==> src/design/clr_pkg.sv <==
// Shared types and constants for the command line receiver.
// Holds the command queue entry, the state encodings and the character classifiers.
// No dependencies.
package clr_pkg;

    localparam int CHAR_W      = 7;
    localparam int ARG_W       = 32;
    localparam int S_DATA_W    = 8;
    localparam int M_DATA_W    = 48;
    localparam int QUEUE_DEPTH = 4;
    localparam int QPTR_W      = $clog2(QUEUE_DEPTH);

    localparam logic [7:0] CH_BS    = 8'd8;
    localparam logic [7:0] CH_CR    = 8'd13;
    localparam logic [7:0] CH_SPACE = 8'd32;
    localparam logic [7:0] CH_ZERO  = 8'd48;
    localparam logic [7:0] CH_NINE  = 8'd57;
    localparam logic [7:0] CH_UP_A  = 8'd65;
    localparam logic [7:0] CH_UP_Z  = 8'd90;
    localparam logic [7:0] CH_LO_A  = 8'd97;
    localparam logic [7:0] CH_LO_Z  = 8'd122;

    typedef enum logic [1:0] {
        CMD_STORE,
        CMD_ERASE,
        CMD_END
    } cmd_kind_t;

    typedef struct packed {
        cmd_kind_t           kind;
        logic [CHAR_W-1:0]   ch;
    } line_cmd_t;

    typedef enum logic [1:0] {
        ST_EMPTY   = 2'd0,
        ST_SINGLE  = 2'd1,
        ST_NUMBER  = 2'd2,
        ST_INVALID = 2'd3
    } line_status_t;

    typedef enum logic [1:0] {
        B_IDLE,
        B_FETCH,
        B_EVAL,
        B_DONE
    } back_state_t;

    typedef struct packed {
        logic full;
        logic empty;
    } queue_flags_t;

    function automatic logic is_digit(input logic [7:0] c);
        return (c >= CH_ZERO) && (c <= CH_NINE);
    endfunction

    function automatic logic is_storable(input logic [7:0] c);
        return (c == CH_SPACE) || is_digit(c) ||
               ((c >= CH_UP_A) && (c <= CH_UP_Z)) ||
               ((c >= CH_LO_A) && (c <= CH_LO_Z));
    endfunction

endpackage

==> src/design/clr_front.sv <==
// Front end of the command line receiver: accepts received bytes and classifies them.
// Pushes store, erase and end-of-line commands into the command queue.
// Depends on clr_pkg.
module clr_front #(
    parameter int LINE_LEN = 64
) (
    input  logic                        aclk,
    input  logic                        aresetn,
    input  logic                        s_tvalid,
    output logic                        s_tready,
    input  logic [clr_pkg::S_DATA_W-1:0] s_tdata,   // [7:0] rx_byte
    input  clr_pkg::queue_flags_t       q_flags,
    output logic                        push,
    output clr_pkg::line_cmd_t          push_data
);
    import clr_pkg::*;

    localparam int FW = $clog2(LINE_LEN + 1);

    logic [FW-1:0] count_reg, count_next;
    logic          accept;

    assign s_tready = !q_flags.full;
    assign accept   = s_tvalid && s_tready;

    always_comb begin
        count_next     = count_reg;
        push           = 1'b0;
        push_data.kind = CMD_STORE;
        push_data.ch   = s_tdata[CHAR_W-1:0];
        if (accept) begin
            if ((s_tdata == CH_CR) || (count_reg >= FW'(LINE_LEN))) begin
                // line end: the triggering byte is dropped
                push           = 1'b1;
                push_data.kind = CMD_END;
                count_next     = '0;
            end else if (s_tdata == CH_BS) begin
                if (count_reg != '0) begin
                    push           = 1'b1;
                    push_data.kind = CMD_ERASE;
                    count_next     = count_reg - FW'(1);
                end
            end else if (is_storable(s_tdata)) begin
                push       = 1'b1;
                count_next = count_reg + FW'(1);
            end
        end
    end

    always_ff @(posedge aclk) begin
        if (!aresetn) begin
            count_reg <= '0;
        end else begin
            count_reg <= count_next;
        end
    end

endmodule

==> src/design/clr_queue.sv <==
// Short command queue between the front and back ends of the command line receiver.
// Fixed-depth first-in first-out buffer of line commands.
// Depends on clr_pkg.
module clr_queue (
    input  logic                  aclk,
    input  logic                  aresetn,
    input  logic                  push,
    input  clr_pkg::line_cmd_t    push_data,
    input  logic                  pop,
    output clr_pkg::line_cmd_t    pop_data,
    output clr_pkg::queue_flags_t q_flags
);
    import clr_pkg::*;

    line_cmd_t         slot_reg [QUEUE_DEPTH];
    logic [QPTR_W-1:0] wr_ptr_reg, rd_ptr_reg;
    logic [QPTR_W:0]   used_reg, used_next;
    logic              do_push, do_pop;

    assign q_flags.full  = (used_reg == (QPTR_W+1)'(QUEUE_DEPTH));
    assign q_flags.empty = (used_reg == '0);
    assign do_push       = push && !q_flags.full;
    assign do_pop        = pop && !q_flags.empty;
    assign pop_data      = slot_reg[rd_ptr_reg];

    always_comb begin
        used_next = used_reg;
        if (do_push && !do_pop) begin
            used_next = used_reg + (QPTR_W+1)'(1);
        end else if (do_pop && !do_push) begin
            used_next = used_reg - (QPTR_W+1)'(1);
        end
    end

    always_ff @(posedge aclk) begin
        if (!aresetn) begin
            wr_ptr_reg <= '0;
            rd_ptr_reg <= '0;
            used_reg   <= '0;
        end else begin
            if (do_push) begin
                wr_ptr_reg <= wr_ptr_reg + QPTR_W'(1);
            end
            if (do_pop) begin
                rd_ptr_reg <= rd_ptr_reg + QPTR_W'(1);
            end
            used_reg <= used_next;
        end
    end

    always_ff @(posedge aclk) begin
        if (do_push) begin
            slot_reg[wr_ptr_reg] <= push_data;
        end
    end

endmodule

==> src/design/clr_back.sv <==
// Back end of the command line receiver: line store, line walker and result register.
// Executes queued commands and parses the stored line at each line end.
// Depends on clr_pkg.
module clr_back #(
    parameter int LINE_LEN = 64
) (
    input  logic                         aclk,
    input  logic                         aresetn,
    input  clr_pkg::queue_flags_t        q_flags,
    input  clr_pkg::line_cmd_t           pop_data,
    output logic                         pop,
    output logic                         m_tvalid,
    input  logic                         m_tready,
    output logic [clr_pkg::M_DATA_W-1:0] m_tdata    // [6:0] command_char, [38:7] argument,
                                                    // [40:39] line_status, [47:41] zero
);
    import clr_pkg::*;

    localparam int FW = $clog2(LINE_LEN + 1);
    localparam int IW = (LINE_LEN > 1) ? $clog2(LINE_LEN) : 1;

    logic [CHAR_W-1:0] mem [LINE_LEN];
    logic [CHAR_W-1:0] rd_data_reg;

    back_state_t       state_reg, state_next;
    logic [FW-1:0]     fill_reg, fill_next;
    logic [IW-1:0]     idx_reg, idx_next;
    logic [CHAR_W-1:0] cmd_reg, cmd_next;
    logic [ARG_W-1:0]  acc_reg, acc_next;
    logic              seen_reg, seen_next;
    line_status_t      status_reg, status_next;
    logic              out_valid_reg, out_valid_next;
    logic [M_DATA_W-1:0] out_data_reg;
    logic              out_load, mem_we, out_free, last, done;
    logic [ARG_W+3:0]  mul_sum;
    logic [ARG_W-1:0]  acc_step;
    logic [7:0]        rd_byte;

    assign out_free = !out_valid_reg || m_tready;
    assign m_tvalid = out_valid_reg;
    assign m_tdata  = out_data_reg;
    assign rd_byte  = {1'b0, rd_data_reg};
    assign last     = ((FW'(idx_reg) + FW'(1)) == fill_reg);

    // acc * 10 + digit, saturating
    assign mul_sum  = ({4'b0, acc_reg} << 3) + ({4'b0, acc_reg} << 1) +
                      (ARG_W+4)'(rd_data_reg[3:0]);
    assign acc_step = (|mul_sum[ARG_W+3:ARG_W]) ? '1 : mul_sum[ARG_W-1:0];

    always_comb begin
        state_next     = state_reg;
        fill_next      = fill_reg;
        idx_next       = idx_reg;
        cmd_next       = cmd_reg;
        acc_next       = acc_reg;
        seen_next      = seen_reg;
        status_next    = status_reg;
        out_valid_next = out_valid_reg;
        out_load       = 1'b0;
        mem_we         = 1'b0;
        pop            = 1'b0;
        done           = 1'b0;

        if (m_tready) begin
            out_valid_next = 1'b0;
        end

        case (state_reg)
            B_IDLE: begin
                if (!q_flags.empty) begin
                    pop = 1'b1;
                    case (pop_data.kind)
                        CMD_STORE: begin
                            mem_we    = 1'b1;
                            fill_next = fill_reg + FW'(1);
                        end
                        CMD_ERASE: begin
                            if (fill_reg != '0) begin
                                fill_next = fill_reg - FW'(1);
                            end
                        end
                        CMD_END: begin
                            cmd_next    = '0;
                            acc_next    = '0;
                            seen_next   = 1'b0;
                            idx_next    = '0;
                            status_next = ST_EMPTY;
                            state_next  = (fill_reg == '0) ? B_DONE : B_FETCH;
                        end
                        default: begin
                        end
                    endcase
                end
            end
            B_FETCH: begin
                state_next = B_EVAL;
            end
            B_EVAL: begin
                if (idx_reg == '0) begin
                    cmd_next = rd_data_reg;
                    if (last) begin
                        status_next = ST_SINGLE;
                        done        = 1'b1;
                    end
                end else if (!seen_reg) begin
                    if (is_digit(rd_byte)) begin
                        acc_next  = ARG_W'(rd_data_reg[3:0]);
                        seen_next = 1'b1;
                    end else if (rd_byte != CH_SPACE) begin
                        status_next = ST_INVALID;
                        done        = 1'b1;
                    end
                end else begin
                    if (is_digit(rd_byte)) begin
                        acc_next = acc_step;
                    end else begin
                        status_next = ST_NUMBER;
                        done        = 1'b1;
                    end
                end
                if (!done && last) begin
                    status_next = seen_next ? ST_NUMBER : ST_INVALID;
                    done        = 1'b1;
                end
                if (done) begin
                    state_next = B_DONE;
                end else begin
                    idx_next   = idx_reg + IW'(1);
                    state_next = B_FETCH;
                end
            end
            B_DONE: begin
                if (out_free) begin
                    out_load       = 1'b1;
                    out_valid_next = 1'b1;
                    fill_next      = '0;
                    state_next     = B_IDLE;
                end
            end
            default: begin
                state_next = B_IDLE;
            end
        endcase
    end

    always_ff @(posedge aclk) begin
        if (!aresetn) begin
            state_reg     <= B_IDLE;
            fill_reg      <= '0;
            out_valid_reg <= 1'b0;
        end else begin
            state_reg     <= state_next;
            fill_reg      <= fill_next;
            out_valid_reg <= out_valid_next;
        end
    end

    always_ff @(posedge aclk) begin
        idx_reg    <= idx_next;
        cmd_reg    <= cmd_next;
        acc_reg    <= acc_next;
        seen_reg   <= seen_next;
        status_reg <= status_next;
        if (out_load) begin
            out_data_reg <= {(M_DATA_W-CHAR_W-ARG_W-2)'(0), status_reg, acc_reg, cmd_reg};
        end
    end

    always_ff @(posedge aclk) begin
        if (mem_we) begin
            mem[fill_reg[IW-1:0]] <= pop_data.ch;
        end
        rd_data_reg <= mem[idx_reg];
    end

endmodule

==> src/design/command_line_receiver.sv <==
// Top level of the command line receiver: front end, command queue and back end.
// Depends on clr_pkg, clr_front, clr_queue and clr_back.
//
// The block takes received serial bytes one per transaction on the s_ side and keeps an
// edited line of up to LINE_LEN characters. Space, digits and letters are stored, a
// backspace drops the last stored character, other bytes are ignored. A carriage return,
// or any byte that arrives while the line is full, ends the line and is itself dropped.
// Each line end yields one transaction on the m_ side with the first character, the
// decimal number read after it (leading spaces skipped, saturating at all ones) and the
// line status: empty, single character, command with number, or invalid. Then the line
// clears. An ordinary byte is executed by the back end as it is popped; a line end starts
// a walk over the line store, whose single registered read port is addressed in one state
// and its character evaluated in the next. A four-entry command queue sits
// between byte classification and execution, so bytes keep being accepted during a walk
// until the queue fills, and the result register frees the back end while a finished
// result waits to be taken. The line store needs no clearing after reset.
module command_line_receiver #(
    parameter int LINE_LEN = 64
) (
    input  logic                         aclk,
    input  logic                         aresetn,
    input  logic                         s_tvalid,
    output logic                         s_tready,
    input  logic [clr_pkg::S_DATA_W-1:0] s_tdata,   // [7:0] rx_byte
    output logic                         m_tvalid,
    input  logic                         m_tready,
    output logic [clr_pkg::M_DATA_W-1:0] m_tdata    // [6:0] command_char, [38:7] argument,
                                                    // [40:39] line_status, [47:41] zero
);
    import clr_pkg::*;

    // queue handshake between front and back
    queue_flags_t q_flags;
    logic         push, pop;
    line_cmd_t    push_data, pop_data;

    // classify bytes and track the line length seen so far
    clr_front #(
        .LINE_LEN (LINE_LEN)
    ) u_front (
        .aclk      (aclk),
        .aresetn   (aresetn),
        .s_tvalid  (s_tvalid),
        .s_tready  (s_tready),
        .s_tdata   (s_tdata),
        .q_flags   (q_flags),
        .push      (push),
        .push_data (push_data)
    );

    // hold commands until the back end is free
    clr_queue u_queue (
        .aclk      (aclk),
        .aresetn   (aresetn),
        .push      (push),
        .push_data (push_data),
        .pop       (pop),
        .pop_data  (pop_data),
        .q_flags   (q_flags)
    );

    // store characters, walk the line at its end and drive the result
    clr_back #(
        .LINE_LEN (LINE_LEN)
    ) u_back (
        .aclk     (aclk),
        .aresetn  (aresetn),
        .q_flags  (q_flags),
        .pop_data (pop_data),
        .pop      (pop),
        .m_tvalid (m_tvalid),
        .m_tready (m_tready),
        .m_tdata  (m_tdata)
    );

    // never push into a full queue
    a_no_overflow: assert property (@(posedge aclk) disable iff (!aresetn)
        !(push && q_flags.full))
        else $error("command pushed into full queue");

    // an empty line reports no character and no number
    a_empty_zero: assert property (@(posedge aclk) disable iff (!aresetn)
        (m_tvalid && (m_tdata[40:39] == ST_EMPTY)) |-> (m_tdata[38:0] == '0))
        else $error("empty line result carries data");

    // only a command with a number carries an argument
    a_arg_only_number: assert property (@(posedge aclk) disable iff (!aresetn)
        (m_tvalid && (m_tdata[40:39] != ST_NUMBER)) |-> (m_tdata[38:7] == '0))
        else $error("argument set without a number");

endmodule

==> config.mk <==
export PLATFORM = sky130hd
export DESIGN_NAME = command_line_receiver
export DESIGN_NICKNAME = d
export VERILOG_FILES = /design/src/design/clr_pkg.sv /design/src/design/clr_front.sv /design/src/design/clr_queue.sv /design/src/design/clr_back.sv /design/src/design/command_line_receiver.sv
export SDC_FILE = /design/constraint.sdc
export NUM_CORES = 1
export LEC_CHECK = 0
export ABC_CLOCK_PERIOD_IN_PS = 5200
export BUFFER_PORTS_ARGS = -buffer_cell sky130_fd_sc_hd__buf_2
export CAP_MARGIN = 20
export CORE_UTILIZATION = 30
export CTS_BUF_LIST = sky130_fd_sc_hd__clkbuf_2 sky130_fd_sc_hd__clkbuf_4 sky130_fd_sc_hd__clkbuf_8
export CTS_CLUSTER_SIZE = 10
export DETAILED_ROUTE_END_ITERATION = 12
export HOLD_SLACK_MARGIN = 0.02
export PLACE_DENSITY_LB_ADDON = 0.12
export SETUP_SLACK_MARGIN = 0.4
export SLEW_MARGIN = 20
export SYNTH_ARGS = -nofsm -noshare
export SYNTH_HDL_FRONTEND = slang
export SYNTH_HIERARCHICAL = 1
export SYNTH_SLANG_ARGS = --single-unit
==> constraint.sdc <==
create_clock -name aclk -period 5.2 [get_ports aclk]
set_input_delay 0.26 -clock aclk [delete_from_list [all_inputs] [get_ports aclk]]
set_output_delay 0.26 -clock aclk [all_outputs]
set_load 0.02 [all_outputs]
# Word level (Yosys, flattened, before mapping)
# Memory sizes are Yosys's and may differ from the RTL's. A register that Yosys moved wholly into a read port is not among the register bits.
# Index checks and enable logic that the tools add are counted.
[classes]
bitwise_logic = 0
div_mod_pow = 0
muxes = 85
n_lt_le_gt_ge = 9
n_eq_ne = 24
reduce_logical = 41
multipliers = 0
addsub = 12
shifts = 0
[op_table]
columns = ["operator", "count"]
rows = [
  ["2-to-1 mux 32 bit", 7],
  ["2-to-1 mux 7 bit", 10],
  ["one-hot mux 32 bit (2 select lines)", 1],
  ["one-hot mux 7 bit (2 select lines)", 3],
  ["2-to-1 mux 2 bit", 19],
  ["adder 35 x 33 -> 36 bit", 1],
  ["adder 36 x 4 -> 36 bit", 1],
  ["2-to-1 mux 1 bit", 36],
  ["2-to-1 mux 6 bit", 3],
  ["equality test 8 x 4 -> 1 bit, second input constant", 2],
  ["greater-or-equal comparator 8 x 7 -> 1 bit, second input constant", 2],
  ["<= comparator 8 x 7 -> 1 bit, second input constant", 2],
  ["adder 7 x 1 -> 7 bit, second input constant", 2],
  ["nonzero test 7 bit", 2],
  ["subtractor 7 x 1 -> 7 bit, second input constant", 2],
  ["one-hot mux 6 bit (2 select lines)", 1],
  ["logical AND 1 bit", 10],
  ["AND reduction 5 bit", 2],
  ["AND reduction 3 bit", 3],
  ["equality test 8 x 6 -> 1 bit, second input constant", 1],
  ["greater-or-equal comparator 8 x 6 -> 1 bit, second input constant", 1],
  ["<= comparator 8 x 6 -> 1 bit, second input constant", 1],
  ["inequality test 2 bit, second input constant", 4],
  ["inequality test 4 x 3 -> 1 bit, second input constant", 2],
  ["other kinds (32)", 53],
]
[totals]
register_bits = 113
memories = 2
latch_bits = 0
rom_bits = 0
input_bits = 12
ram_bits = 484
[mem_list]
columns = ["memory", "words", "word_bits", "read_ports", "rd_clocked_by_memory_dff", "wr", "line_no", "rtl"]
rows = [
  ["u_back.mem", 64, 7, 1, 1, 1, "clr_back.sv:22", "logic [CHAR_W-1:0] mem [LINE_LEN];"],
  ["u_queue.slot_reg", 4, 9, 1, 1, 1, "clr_queue.sv:15", "line_cmd_t slot_reg [QUEUE_DEPTH];"],
]

# Depth between registers and ports, before layout
[logic_depth]
ltp_word = 14
depth_mapped = 14

# Modules after synthesis
# Netlist, hierarchy kept.
[modules_own_cells]
columns = ["mod", "area_each_um2", "n_inst", "cells_each", "seq_area_each_um2"]
rows = [
  ["clr_back", 24005.5, 1, 1531, 16465.8],
  ["clr_queue", 1781.7, 1, 95, 1261.2],
  ["clr_front", 749.5, 1, 85, 140.1],
]

# Worst setup path before layout
# OpenSTA, ideal clock, no wires.
[synth_path]
path_type = "reg-to-reg"
startpoint = "reg u_back.idx_reg[0]"
endpoint = "reg u_back.acc_reg[0] (enable)"
synth_period_minus_slack_ns = 3.658
arrival_time_ns = 3.227
path_stages_with_launch = 9
setup_slack_ns = 1.542
t_required_ns = 4.768
path_cell_list = "edfxtp_1 -> buf_2 -> buf_2 -> buf_2 -> inv_1 -> ha_1 -> nand2_1 -> nand4_1 -> a21oi_1"
[synth_via]
elab_chain_len = 3
[synth_rtl]
columns = ["element", "line_no", "rtl"]
rows = [
  ["start, declared", "clr_back.sv:27", "logic [IW-1:0] idx_reg, idx_next;"],
  ["start signal, assigned", "clr_back.sv:159", "idx_reg <= idx_next;"],
  ["zero test 6 bit", "clr_back.sv:99", "if (idx_reg == '0) begin"],
  ["inequality test 2 bit (no source line)", "n/a", ""],
  ["AND reduction 5 bit (no source line)", "n/a", ""],
  ["end signal, assigned", "clr_back.sv:161", "acc_reg <= acc_next;"],
  ["end, declared", "clr_back.sv:29", "logic [ARG_W-1:0] acc_reg, acc_next;"],
]
# No other way between the ends.
# A chain may end at the register's enable or synchronous reset.

==> impl_metrics.yaml <==
placed_design:
  place_area_um2: 28000
  gp_congestion: 0.781
  port_buffers: 54
  hpwlAfterDp_mm: 41.5
yosys:
  yosys-top-cells-count: "edfxtp_1, a21oi_1, mux2i_1, nor2_1, nand2_1"
  post_synth_mux_area_share: 0.108
  ys_ff_latch: 606
  synth_compound_area_frac: 0.0803
  seq_area_frac_synth: 0.673
  avgSynthCellArea_um2: 15.5
  synth_area_um2: 26500
  synth_top_family_by_area: "multiplexers"
  synth_edf_count: 573
  synth.most_common_cell: "edfxtp_1"
  synth.distinct_cells: 79
  synth.area.top_cells: "edfxtp_1, mux4_2, ha_1"
  yosysWarnings: 6
  synth-xor-area-share: 0.0168
  postSynthCellCount: 1711
  ys.flop_type: "edfxtp_1"
  synth_fa_ha_area_frac: 0.0429
  synth-simple-area-share: 0.0564
  synth_top_cell_area_share: 0.648
  synth_top_area_cell: "edfxtp_1"
  synth_async_sr_flop_share: 0
drt:
  drtIter0Drc: 1077
  viasPerCell: 4.90
  dr.pass1.iters: 5
  avgRoutedWirePerCell_um: 21.8
  antenna_left: 0
  wl_mm: 66.8
  drc: 0
  dr_total_vias: 15024
worst_setup_path:
  r2r_setup_slack_ns: 1.15
  r2r_cells: 4
  path_max_fanout: 9
  cp.required_ns: 5.55
  worstSetupEndpointType: "flop"
  setup.worst_path.class: "reg -> reg"
  crit_arrival_ns: 4.40
  setup.worst_path.start_class: "flop"
  timing.rr.end: "u_back/mem[57][2]$_DFFE_PP_"
global_route:
  grt_pass1_wl_mm: 101
  grt-ovfl-total: 0
  grt_max_degree: 86
  grt_usage: 0.149
  antenna_found_initial: 1
  first_global_vias: 15564
pwr:
  p_int_w: 0.00949
  power_frac_seq: 0.432
  comb_power_share: 0.230
  switching_share: 0.316
  p_clk_frac: 0.338
  vdd_drop_max_mv: 0.203
  switchingPower_w: 0.00438
  p_leak_nw: 10.5
  powerDensity_nw_per_um2: 456
  total_power_w: 0.0139
min_path:
  hold_end: "u_queue/wr_ptr_reg[1]$_SDFFE_PN0P_"
  whs_path_depth: 3
  hold_start: "aresetn"
  min_path_type: "in -> reg"
cts:
  clock-root-buffer: "clkbuf_8"
  cts.sinks: 606
  tritoncts: "done"
  clock_latency_ns: 0.72
  numCtsBuffers: 106
  ctsResizeCount: 0
  cts_hold_buf: 8
  post_cts_buffers: 0
  cts.clk_slew.worst_paths_ns: 0.06
  htreeDepth: 3
  clockBufferDepth: 3
timing:
  finalSetupTns_ns: 0
  rsz0062_at_grt: "no"
  finalCritPeriodShare: 0.780
  setup_viol: 0
  tightest_slew_ns: 1.01
  maxSlewHeadroom: 0.320
  fmax_ghz: 0.247
  finalCriticalPeriod_ns: 4.05
  finalHoldViolCount: 0
  hold_ws_ns: 0.0815
  drv_slew: 0
  fin_worst_skew_ns: 0.0561
die:
  core_area_um2: 87200
  start_util: 0.304
  rows: 108
  die_x_um: 299
  dieArea_um2: 89600
  io-pin-count: 62
  die_h_um: 299
finish:
  multi_input_area_um2: 8130
  ff_latch_area_um2: 17900
  drive_above_1_share: 0.203
  stdcell_area_um2: 30400
  fillers: 8367
  largest_register_ff_count: 448
  nets: 1917
  final_core_util: 0.349
  syn2layout_area_growth_pct: 14.7
outcome:
  outcome: "finished, final reports clean"
run:
  cap_violations: 0
-- metrics by stage --
stage | instances | setup WS (ns)
after floorplan | 1717 | 1.54
after global placement | 2856 | 1.22
after detailed placement | 2856 | 1.11
after CTS | 3064 | 1.08
after global routing | 3065 | 0.867
final | 3066 | 1.15
-- worst max-delay path, cell delays in order (launching register included) --
cell     delay (ns)
dfxtp_1        0.72
mux4_2         0.63
nor4b_1        0.89
nand2_1        0.74
nor2_1         0.70
-- kinds of logic after synthesis --
logic type,after synthesis
flip-flops,606
AO/OA/AOI/OAI,338
AND/OR/NAND/NOR,303
multiplexers,193
buffers and inverters,131
adder cells (fa/ha/maj),88
XOR/XNOR,51
other,1
-- cell usage in the layout, fill, tap and decap left out, types with 6 or more instances in the layout --
cell,count
a211oi_1,6
a21o_1,18
a21oi_1,134
a31oi_1,8
and2_1,21
buf_2,54
buf_4,24
bufinv_16,6
clkbuf_4,41
clkbuf_8,109
clkinv_1,19
clkinv_2,16
conb_1,7
dfxtp_1,33
dlygate4sd3_1,8
edfxtp_1,573
ha_1,83
inv_1,34
mux2_2,28
mux2i_1,93
mux4_2,72
nand2_1,83
nand3_1,18
nand4_1,7
nor2_1,91
nor2b_1,22
nor3_1,17
o211ai_1,7
o21ai_0,55
o21bai_1,9
o221ai_1,29
o22ai_1,29
xnor2_1,31
xor2_1,20
-- area by class of cell --
type,instances,share of cell area
clock inverter,50,0.0163
clock buffer,150,0.0594
multi-input combinational,980,0.267
inverter,36,0.00452
sequential,606,0.587
timing repair buffer,87,0.0181
tap,1155,0.0475
antenna,2,0.000164
-- how the worst max path moves through the flow --
| stage | from | end | slack [ns] | cells past startpoint |
|---|---|---|---|---|
| 5_1_grt | flop | u_back/mem[12][3]$_DFFE_PP_ | 0.87 | 4 |
| 3_5_place_dp | flop | u_back/mem[41][5]$_DFFE_PP_ | 1.11 | 4 |
| 3_3_place_gp | flop | u_back/mem[12][1]$_DFFE_PP_ | 1.22 | 4 |
| 2_1_floorplan | u_back/idx_reg[0]$_SDFFCE_PN0P_ | u_back/acc_reg[0]$_SDFFCE_PN0P_ | 1.54 | 8 |
| 6_report | flop | u_back/mem[57][2]$_DFFE_PP_ | 1.15 | 4 |
| 4_1_cts | flop | u_back/mem[9][1]$_DFFE_PP_ | 1.08 | 4 |
-- layer usage --
metal	track usage	wire, um	vias to the layer above
met5	0	0	-
met1	0.202	30700	7623
met4	0.0440	1540	0
met2	0.245	31700	356
met3	0.0252	2810	113
li1	-	-	6932
-- power by group through the flow --
stage                     combinational [W]  clock [W]  sequential [W]
after global routing                0.00353    0.00504         0.00604
after CTS                           0.00324    0.00484         0.00601
after floorplan                     0.00228          0         0.00598
final                               0.00319    0.00468         0.00600
after detailed placement            0.00322          0         0.00611
after global placement              0.00323          0         0.00611
Power figures use the tool's default switching activity.
